File: config.mk
export PLATFORM = sky130hd
export DESIGN_NAME = eiwa_div
export DESIGN_NICKNAME = d
export VERILOG_FILES = /design/src/eiwa_pkg.sv /design/src/eiwa_div.sv
export SDC_FILE = /design/constraint.sdc
export NUM_CORES = 1
export LEC_CHECK = 0
export BUFFER_PORTS_ARGS = -buffer_cell sky130_fd_sc_hd__buf_2
export CAP_MARGIN = 40
export CORE_MARGIN = 4
export CORE_UTILIZATION = 41
export CTS_BUF_LIST = sky130_fd_sc_hd__clkbuf_8
export DETAILED_ROUTE_END_ITERATION = 6
export HOLD_SLACK_MARGIN = 0.15
export PLACE_DENSITY = 0.56
export SLEW_MARGIN = 10
export SYNTH_ARGS = -nofsm -noshare
export SYNTH_HDL_FRONTEND = slang
export SYNTH_SLANG_ARGS = --single-unit
File: constraint.sdc
create_clock -name i_clk -period 8.17 [get_ports i_clk]
set_input_delay 1.634 -clock i_clk [delete_from_list [all_inputs] [get_ports i_clk]]
set_output_delay 1.634 -clock i_clk [all_outputs]
set_load 0.01 [all_outputs]
File: src/eiwa_pkg.sv
// eiwa_pkg: sizes, types and state codes for the event interval window average block
// depends on nothing; imported by every module of the block
`default_nettype none

package eiwa_pkg;

    localparam int CHANNELS = 64;
    localparam int WINDOW   = 20;

    // fixed field widths
    localparam int CH_W       = 6;
    localparam int LEVEL_W    = 16;
    localparam int FILL_OUT_W = 5;

    localparam logic [LEVEL_W-1:0] COUNT_MAX = '1;

    // derived sizes
    localparam int CH_AW      = (CHANNELS > 1) ? $clog2(CHANNELS) : 1;
    localparam int HEAD_W     = (WINDOW > 1) ? $clog2(WINDOW) : 1;
    localparam int FILL_W     = $clog2(WINDOW + 1);
    localparam int POS_W      = FILL_W + 1;
    localparam int SUM_W      = $clog2(WINDOW * (2 ** LEVEL_W - 1) + 1);
    localparam int HIST_DEPTH = CHANNELS * WINDOW;
    localparam int HIST_AW    = (HIST_DEPTH > 1) ? $clog2(HIST_DEPTH) : 1;
    localparam int RCP_W      = SUM_W + 1;
    localparam int PROD_W     = SUM_W + RCP_W;

    typedef logic [CH_AW-1:0] t_ch_idx;

    typedef struct packed {
        logic [LEVEL_W-1:0] level;
        logic [LEVEL_W-1:0] count;
        logic [LEVEL_W-1:0] prior;
        logic [HEAD_W-1:0]  head;
        logic [FILL_W-1:0]  fill;
        logic [SUM_W-1:0]   sum;
    } t_chan_ent;

    typedef struct packed {
        logic               valid;
        logic [CH_W-1:0]    ch;
        logic [LEVEL_W-1:0] interval;
        logic [SUM_W-1:0]   sum;
        logic [FILL_W-1:0]  fill;
    } t_div_req;

    typedef enum logic [1:0] {
        UPD_IDLE,
        UPD_CHAN,
        UPD_WRITE
    } t_upd_state;

    typedef enum logic [1:0] {
        DIV_IDLE,
        DIV_MUL,
        DIV_FIX
    } t_div_state;

endpackage

`default_nettype wire

File: src/eiwa_div.sv
// eiwa_div: window mean by reciprocal multiply with one correction step, and result register
// depends on eiwa_pkg; fed by eiwa_update
`default_nettype none

module eiwa_div
    import eiwa_pkg::*;
(
    input  wire logic                  i_clk,
    input  wire logic                  i_rst_n,
    input  wire t_div_req              i_req,
    output logic                       o_div_ready,
    output logic                       o_valid,
    input  wire logic                  i_ready,
    output logic [CH_W-1:0]            o_channel_out,
    output logic [LEVEL_W-1:0]         o_last_interval,
    output logic [LEVEL_W-1:0]         o_window_average,
    output logic [FILL_OUT_W-1:0]      o_window_fill
);

    t_div_state r_state, n_state;

    logic [CH_W-1:0]    r_ch;
    logic [LEVEL_W-1:0] r_interval;
    logic [SUM_W-1:0]   r_num;
    logic [FILL_W-1:0]  r_fill;
    logic [PROD_W-1:0]  r_prod;

    logic                  r_out_valid;
    logic [CH_W-1:0]       r_out_ch;
    logic [LEVEL_W-1:0]    r_out_interval;
    logic [LEVEL_W-1:0]    r_out_avg;
    logic [FILL_OUT_W-1:0] r_out_fill;

    logic [RCP_W-1:0]           w_recip [WINDOW+1];
    logic                       w_out_free;
    logic                       w_load;
    logic [LEVEL_W-1:0]         w_q_est;
    logic [LEVEL_W+FILL_W-1:0]  w_qf;
    logic [SUM_W:0]             w_rem;
    logic [LEVEL_W-1:0]         w_avg;

    // floor(2^SUM_W / f): the estimate is the true quotient or one below it
    for (genvar g = 0; g <= WINDOW; g++) begin : g_rcp
        localparam longint unsigned Rcp = (longint'(2) ** SUM_W) / ((g == 0) ? 1 : g);
        assign w_recip[g] = (g == 0) ? '0 : RCP_W'(Rcp);
    end

    assign o_div_ready = (r_state == DIV_IDLE);
    assign w_out_free  = !r_out_valid || i_ready;
    assign w_load      = (r_state == DIV_FIX) && w_out_free;

    assign w_q_est = r_prod[SUM_W +: LEVEL_W];
    assign w_qf    = (LEVEL_W + FILL_W)'(w_q_est) * (LEVEL_W + FILL_W)'(r_fill);
    assign w_rem   = (SUM_W + 1)'(r_num) - (SUM_W + 1)'(w_qf);

    always_comb begin
        if (r_fill == '0) begin
            w_avg = '0;
        end else if (w_rem >= (SUM_W + 1)'(r_fill)) begin
            w_avg = w_q_est + LEVEL_W'(1);
        end else begin
            w_avg = w_q_est;
        end
    end

    always_comb begin
        n_state = r_state;
        case (r_state)
            DIV_IDLE: begin
                if (i_req.valid) begin
                    n_state = DIV_MUL;
                end
            end
            DIV_MUL: begin
                n_state = DIV_FIX;
            end
            DIV_FIX: begin
                if (w_out_free) begin
                    n_state = DIV_IDLE;
                end
            end
            default: begin
                n_state = DIV_IDLE;
            end
        endcase
    end

    always_ff @(posedge i_clk) begin
        if (!i_rst_n) begin
            r_state     <= DIV_IDLE;
            r_out_valid <= 1'b0;
        end else begin
            r_state <= n_state;
            if (w_load) begin
                r_out_valid <= 1'b1;
            end else if (i_ready) begin
                r_out_valid <= 1'b0;
            end
        end
    end

    always_ff @(posedge i_clk) begin
        if ((r_state == DIV_IDLE) && i_req.valid) begin
            r_ch       <= i_req.ch;
            r_interval <= i_req.interval;
            r_num      <= i_req.sum;
            r_fill     <= i_req.fill;
        end
        if (r_state == DIV_MUL) begin
            r_prod <= PROD_W'(r_num) * PROD_W'(w_recip[r_fill]);
        end
        if (w_load) begin
            r_out_ch       <= r_ch;
            r_out_interval <= r_interval;
            r_out_avg      <= w_avg;
            r_out_fill     <= FILL_OUT_W'(r_fill);
        end
    end

    assign o_valid          = r_out_valid;
    assign o_channel_out    = r_out_ch;
    assign o_last_interval  = r_out_interval;
    assign o_window_average = r_out_avg;
    assign o_window_fill    = r_out_fill;

endmodule

`default_nettype wire

# Word level (Yosys, flattened, before mapping)
# Memory sizes are Yosys's and may differ from the RTL's.
# Index checks and enable logic that the tools add are counted.
word_totals:
  ff_bits: 131
  mem_bits_ro: 704
  inputBits: 52
  out_inout_bits: 45
  wordCells: 39
  mem_count: 1
mem_list:
  columns: ["name", "words", "width", "rd", "rd_clocked_by_memory_dff", "wr", "line_no", "text"]
  rows:
  - ["(name not given)", 32, 22, 1, 0, 0, "eiwa_div.sv:110", "r_prod <= PROD_W'(r_num) * PROD_W'(w_recip[r_fill]);"]
op_classes:
  addsub: 2
  mul: 2
  n_lt_le_gt_ge: 2
  n_eq_ne: 4
  mux: 8
  bitwise: 1
  n_reduce_logical: 8
op_table:
  columns: ["op", "n"]
  rows:
  - ["22-bit two-way mux", 2]
  - ["21-bit by 22-bit multiplier with 37-bit output", 1]
  - ["22-bit by 5-bit >= comparator with 1-bit output", 1]
  - ["21-bit by 21-bit subtractor with 22-bit output", 1]
  - ["16-bit by 5-bit multiplier with 21-bit output", 1]
  - ["16-bit by 1-bit adder with 16-bit output (second input constant)", 1]
  - ["16-bit two-way mux", 1]
  - ["6-bit >= comparator (second input constant)", 1]
  - ["5-bit NOT with 6-bit output", 1]
  - ["2-bit one-hot mux with 3 select lines", 1]
  - ["5-bit logical NOT", 1]
  - ["2-bit two-way mux", 2]
  - ["2-bit != test (second input constant)", 2]
  - ["2-bit by 1-bit == test with 1-bit output (second input constant)", 1]
  - ["2-bit == test (second input constant)", 1]
  - ["1-bit logical AND", 2]
  - ["2-bit logical NOT", 1]
  - ["1-bit two-way mux", 2]
  - ["2-bit AND reduction", 1]
  - ["2-bit nonzero test", 1]
  - ["1-bit logical NOT", 1]
  - ["1-bit logical OR", 1]

# Longest topological paths before layout
# Gate-level depths: netlist (run 1).
depth:
  ltp_word: 5
  mapped_depth: 35
  mapped_depth_nobuf: 32

# Worst setup path before layout (run 1)
# OpenSTA, ideal clock, no wires.
synth_path:
  kind: "reg2reg"
  startpoint: "reg r_fill[0]"
  endpoint: "reg r_prod[36], data pin"
  setup_time_ns: 0.260
  arrival_ns: 8.002
  required_time_ns: 7.910
  setup_slack_ns: -0.092
  stages_incl_launch_ff: 32
  path_buffers: 3
  period_less_slack_ns: 8.262
  path_cell_list: "edfxtp_1 buf_6 clkbuf_1 inv_1 ha_1 mux4_2 nor2_1 a21oi_1 clkbuf_1 and2_1 fa_1 fa_1 inv_1 fa_1 inv_1 fa_1 fa_1 fa_1 inv_1 fa_1 inv_1 ha_1 a211o_1 a21oi_1 o211ai_1 a21o_1 a31oi_1 o21ai_0 a2111o_1 a21oi_1 o21bai_1 xnor2_1"
synth_between:
  elab_chain_len: 5
synth_lines:
  columns: ["element", "line_no", "text"]
  rows:
  - ["start: declaration", "eiwa_div.sv:25", "logic [FILL_W-1:0] r_fill;"]
  - ["start signal: assignment", "eiwa_div.sv:107", "r_fill <= i_req.fill;"]
  - ["5-bit NOT with 6-bit output (implied by the code)", "eiwa_div.sv:110", null]
  - ["memory read 32 x 22 bit", null, null]
  - ["22-bit two-way mux (implied by the code) (2 in series)", "eiwa_div.sv:110", null]
  - ["21-bit by 22-bit multiplier with 37-bit output", "eiwa_div.sv:110", null]
  - ["end signal: assignment", "eiwa_div.sv:110", null]
  - ["end: declaration", "eiwa_div.sv:26", "logic [PROD_W-1:0] r_prod;"]
# No other way between the ends. The select of a mux whose other input is x is not followed.
# A chain may end at the register's enable or synchronous reset.

# Worst setup path in the final report (run 1)
# Same ends and word-level chain as after synthesis.

==> flow_metrics.env, run 1 <==
export IMPL_critPathMaxStageDelay_ns=0.53
export IMPL_hold_viol=0
export IMPL_synth_top_area_share_pct=39.15
export IMPL_ys_warnings_count=0
export IMPL_finalCriticalPeriod_ns=8.003
export IMPL_avgSynthCellArea_sq_um=9.497
export IMPL_start_util_pct=41.72
export IMPL_h_tree_depth=3
export IMPL_die_area_sq_um=56360
export IMPL_grt_max_degree=49
export IMPL_clk_latency_ns=0.41
export IMPL_portBuffers=96
export IMPL_synth_main_ff_cell="edfxtp_1"
export IMPL_reg2regPathDepth=32
export IMPL_synth_area_sq_um=21580
export IMPL_synth_cell_types=69
export IMPL_clkSinkCount=110
export IMPL_yosysTopAreaCell="fa_1"
export IMPL_gr_total_overflow=0
export IMPL_synth_edf_count=107
export IMPL_period_share_pct=97.96
export IMPL_avgViaCountPerCell=5.145
export IMPL_r2r_start="r_fill[0]"
export IMPL_slew_viol_final=0
export IMPL_crit_required_ns=8.33
export IMPL_grt_pass1_vias=16730
export IMPL_start_kind="flop"
export IMPL_min_to="o_last_interval[5]"
export IMPL_placed_area_sq_um=23380
export IMPL_cts_tree="done"
export IMPL_drtPass1Iterations=5
export IMPL_ant_nets=0
export IMPL_rsz0062_at_grt="yes"
export IMPL_nNetsFinal=3013
export IMPL_crit_slowest_cell="fa_1"
export IMPL_final_common_cell="inv_1"
export IMPL_vias=15790
export IMPL_numCtsBuffers=9
export IMPL_cp_end_kind="flop"
export IMPL_synth_cells=2272
export IMPL_max_clock_freq_ghz=0.1250
export IMPL_num_rows=83
export IMPL_n_fill_cell=5001
export IMPL_r2r_setup_slack_ns=0.17
export IMPL_core_area_sq_um=51720
export IMPL_arrival_ns=8.16
export IMPL_die_y_um=237.4
export IMPL_antenna_found_initial=5
export IMPL_gp_congestion=0.8913
export IMPL_track_usage_pct=21.64
export IMPL_synthToLayoutAreaGrowth_pct=11.30
export IMPL_finalSetupViolCount=0
export IMPL_critPathKind="flop to flop"
export IMPL_grt_pass1_wl_mm=95.39
export IMPL_routedWlPerCell_um=19.62
export IMPL_cp_common_cell="fa_1"
export IMPL_ys_seq_area_share_pct=15.17
export IMPL_worstMarginPinSlew_ns=0.9113
export IMPL_ios=97
export IMPL_drtIter0Drc=975
export IMPL_hold_path_class="flop to flop"
export IMPL_ys_ff_latch=110
export IMPL_min_delay_path_depth=0
export IMPL_final_area_sq_um=24020
export IMPL_hpwl_mm=48.29
export IMPL_cts_root_buf="clkbuf_8"
export IMPL_syn_num_nets=2905
export IMPL_cts_buffer_depth=2
export IMPL_clkTransAtPathRegs_ns=0.11
export IMPL_hp_start="r_interval[5]"
export IMPL_routed_wl_mm=60.19
export IMPL_drc_errors=0
export IMPL_synthTopCellsByArea="fa_1 39%, edfxtp_1 15%, ha_1 9.2%, inv_1 8.5%, and2_1 7.2%"
export IMPL_layout_common_cells="485 x inv_1, 419 x fa_1, 272 x nand2_1, 246 x and2_1, 151 x ha_1"
export IMPL_status="finished clean"
export IMPL_die_w_um=237.4
export IMPL_max_slew_margin_pct=39.24
export IMPL_finClkSkew_ns=0.01404
export IMPL_layout_drive_gt1_share_pct=12.12
export IMPL_r2r_end="r_prod[36]"
export IMPL_crit_fanout=8
export IMPL_drv_cap=0
export IMPL_synthArstFlopShare_pct=0
[routing by layer]
layer	part of all wire [%]	GRT usage, %	up-vias
met3	6.3	3.365	87
met4	3.2	6.139	0
li1	-	-	7159
met1	43	29.96	8049
met5	0	0	-
met2	47	35.60	490
[how the worst max path moves through the flow]
stage	end	slack, ns	from
6_report	r_prod[36]	0.17	r_fill[0]
5_1_grt	r_prod[36]	-0.04	r_fill[0]
4_1_cts	r_prod[36]	0.03	r_fill[0]
3_5_place_dp	r_prod[36]	-0.10	r_fill[1]
3_3_place_gp	r_prod[36]	-0.02	r_fill[1]
2_1_floorplan	r_prod[36]	0.04	r_fill[0]
[per-stage QoR]
step,setup WS [ns],hold WS [ns],cells,setup TNS [ns],util [%]
after floorplan,0.03597,0.4003,2272,0,-
after global placement,-0.02346,0.4014,3027,-0.02346,45.04
after detailed placement,-0.1020,0.4062,3031,-0.1615,45.20
after CTS,0.02664,0.4275,3048,0,45.65
after global routing,-0.04044,0.4387,3067,-0.04044,46.43
final,0.1669,0.4292,3068,0,46.44
[area by class of cell]
| cell class | count | area [sq um] | share of cell area, % |
|---|---|---|---|
| Clock inverter | 7 | 58.81 | 0.2449 |
| Sequential cell | 110 | 3273 | 13.63 |
| Clock buffer | 9 | 123.9 | 0.5158 |
| Timing Repair Buffer | 213 | 1580 | 6.580 |
| Tap cell | 680 | 850.8 | 3.543 |
| Inverter | 490 | 1839 | 7.659 |
| Multi-Input combinational cell | 1556 | 16280 | 67.80 |
| Antenna cell | 3 | 7.507 | 0.03126 |
[critical path, delay by kind of cell (launching register included)]
family	cells	cell delay, ns
adder cells (fa/ha/maj)	9	3.86
AO/OA/AOI/OAI	10	1.72
buffers and inverters	9	0.75
multiplexers	1	0.49
flip-flops	1	0.47
AND/OR/NAND/NOR	2	0.33
XOR/XNOR	1	0.12
[what timing repair did]
item	CTS	global route
setup endpoints to repair	5	8
pin swaps	0	31
hold endpoints to repair	0	0
setup buffers	1	17
gates resized for setup	11	58
hold buffers	0	0
[sequential cells by signal, summed over array words and instances (netlist names)]
name / count
o_channel_out: 6
o_last_interval: 16
r_fill: 5
o_window_fill: 5
o_valid: 1
r_state: 2
r_num: 21
r_prod: 16
o_window_average: 16
r_ch: 6
r_interval: 16
[kinds of logic (layout without fill, tap and decap cells)]
| family | count (synthesis) | in the layout | share of synthesized area (%) |
|---|---|---|---|
| fa+ha+maj | 581 | 581 | 48.37 |
| other cells | 0 | 3 | 0 |
| compound gates | 198 | 198 | 6.216 |
| mux | 13 | 13 | 0.6668 |
| buf+inv | 606 | 719 | 10.70 |
| simple gates | 725 | 725 | 17.29 |
| flops | 110 | 110 | 15.17 |
| xor+xnor | 39 | 39 | 1.583 |
[synth_stat cells (5+ instances only)]
cell type and count:
and3_1 38, a21oi_1 51, nand2_1 273, or3_1 5, a31oi_1 10, a21o_1 20
nor3_1 14, fa_1 422, and2_1 249, nor2_1 52, nand3_1 10, o211ai_1 5
mux2i_1 11, clkbuf_1 105, nand4_1 11, nor4_1 8, o21a_1 8, a211oi_1 9
inv_1 490, o21ai_0 35, nand2b_1 23, o21bai_1 6, a211o_1 5, xor2_1 12
nor2b_1 28, ha_1 159, xnor2_1 27, edfxtp_1 107
Power of run 1 is left out: the tool's default activity adds up to more than one toggle a clock period on the data nets, which glitch-free logic cannot reach.
==> run 2: changes to the inputs <==
PLACE_DENSITY = 0.54   (was 0.56)
clock period = 8.25 ns   (was 8.17 ns; I/O delays follow)
==> run 2 against run 1 <==
Clock skew rose by 0.0011 ns. First-iteration DRC count rose by 11%. Non-clock buffer count fell by 14. Sequential cell count did not move. Cell count fell by 0.55%. Critical path type unchanged.
==> flow_metrics.env, run 2 (synthesized netlist as in run 1, its figures left out) <==
export IMPL_status="finished clean"
export IMPL_finClkSkew_ns=0.01516
export IMPL_vias=15610
export IMPL_num_rows=83
export IMPL_max_clock_freq_ghz=0.1256
export IMPL_crit_required_ns=8.40
export IMPL_crit_slowest_cell="fa_1"
export IMPL_ios=97
export IMPL_portBuffers=96
export IMPL_final_common_cell="inv_1"
export IMPL_clk_latency_ns=0.40
export IMPL_cts_buffer_depth=2
export IMPL_drv_cap=0
export IMPL_met2_usage_pct=36.72
export IMPL_worstMarginPinSlew_ns=0.9233
export IMPL_avgViaCountPerCell=5.116
export IMPL_critPathKind="flop to flop"
export IMPL_gp_congestion=0.9031
export IMPL_gr_total_overflow=0
export IMPL_clkSinkCount=110
export IMPL_drtIter0Drc=1082
export IMPL_rsz0062_at_grt="yes"
export IMPL_largest_register_ffs=21
export IMPL_slew_viol_final=0
export IMPL_die_w_um=237.4
export IMPL_crit_fanout=8
export IMPL_layout_drive_gt1_share_pct=10.54
export IMPL_period_share_pct=96.47
export IMPL_die_area_sq_um=56360
export IMPL_max_slew_margin_pct=38.44
export IMPL_finalSetupViolCount=0
export IMPL_use_met1_pct=31.49
export IMPL_routed_wl_mm=60.91
export IMPL_cts_root_buf="clkbuf_8"
export IMPL_nNetsFinal=2999
export IMPL_routedWlPerCell_um=19.96
export IMPL_die_y_um=237.4
export IMPL_arrival_ns=8.11
export IMPL_antenna_found_initial=2
export IMPL_track_usage_pct=22.24
export IMPL_layout_common_cells="489 x inv_1, 419 x fa_1, 272 x nand2_1, 248 x and2_1, 156 x ha_1"
export IMPL_cp_common_cell="fa_1"
export IMPL_critPathMaxStageDelay_ns=0.53
export IMPL_largest_register="r_num"
export IMPL_h_tree_depth=3
export IMPL_cp_end_kind="flop"
export IMPL_fin_util_pct=45.79
export IMPL_numCtsBuffers=9
export IMPL_grt_max_degree=49
export IMPL_grt_pass1_vias=17280
export IMPL_busiest_layer="met2"
export IMPL_hold_viol=0
export IMPL_synthToLayoutAreaGrowth_pct=9.753
export IMPL_hold_path_class="flop to flop"
export IMPL_drc_errors=0
export IMPL_core_area_sq_um=51720
export IMPL_start_kind="flop"
export IMPL_diodes=0
export IMPL_clkTransAtPathRegs_ns=0.12
export IMPL_finalCriticalPeriod_ns=7.959
export IMPL_start_util_pct=41.72
export IMPL_cts_tree="done"
export IMPL_hpwl_mm=49.47
export IMPL_grt_util_met3_pct=3.063
export IMPL_grt_pass1_wl_mm=98.10
export IMPL_ant_nets=0
export IMPL_drtPass1Iterations=6
[run 2: cell types whose count changed in the layout (fill, tap and decap cells not counted), sizes merged]
cell,previous run,this run
inv,493,494
diode,3,0
clkinv,3,2
buf,213,199
[run 2: worst max-delay path: cells and delay by family (launching register included)]
kind	cells	cell delay, ns
fa+ha+maj	9	3.80
flops	1	0.47
mux	1	0.45
buf+inv	9	0.80
xor+xnor	1	0.12
compound gates	10	1.77
simple gates	2	0.27
[run 2: per-stage QoR]
| step | hold WS, ns | setup TNS [ns] | area, sq um | instances | setup WS [ns] |
|---|---|---|---|---|---|
| 6_report | 0.4309 | 0 | 23680 | 3051 | 0.2913 |
| 4_1_cts | 0.4242 | 0 | 23600 | 3048 | 0.02924 |
| 2_1_floorplan | 0.4003 | 0 | 21580 | 2272 | 0.03690 |
| 3_3_place_gp | 0.4004 | -0.1300 | 23270 | 3026 | -0.08455 |
| 3_5_place_dp | 0.4061 | -0.2353 | 23390 | 3032 | -0.1230 |
| 5_1_grt | 0.4322 | -0.02271 | 23680 | 3051 | -0.01819 |
[run 2: cell type report]
type / instances / area [sq um]
timing repair buffer: 199 / 1428
sequential: 110 / 3273
multi-input combinational: 1556 / 16100
clock inverter: 7 / 67.56
tap: 680 / 850.8
fill: 5000 / 28030
clock buffer: 9 / 123.9
inverter: 490 / 1839
[run 2: layer usage]
metal  wire, um  share of wire [%]
met1      27580                 45
met2      28470                 47
met3       3424                5.6
met4       1433                2.4
met5          0                  0
[run 2: path summary, 6_finish.rpt]
kind | from | to | slack [ns] | cells past startpoint
setup / recovery | r_fill[0] | r_prod[36] | 0.29 | 32
hold / removal | r_interval[6] | o_last_interval[6] | 0.43 | 0
setup reg to reg | r_fill[0] | r_prod[36] | 0.29 | 32
hold reg to reg | r_interval[6] | o_last_interval[6] | 0.43 | 0
[run 2: timing repair]
action | CTS | global route
hold buffers | 0 | 0
buffers inserted | 0 | 3
hold endpoints to repair | 0 | 0
endpoints found under the setup margin | 5 | 9
pin swaps | 0 | 12
resized for setup | 5 | 19
Power of run 2 is left out for the same reason.
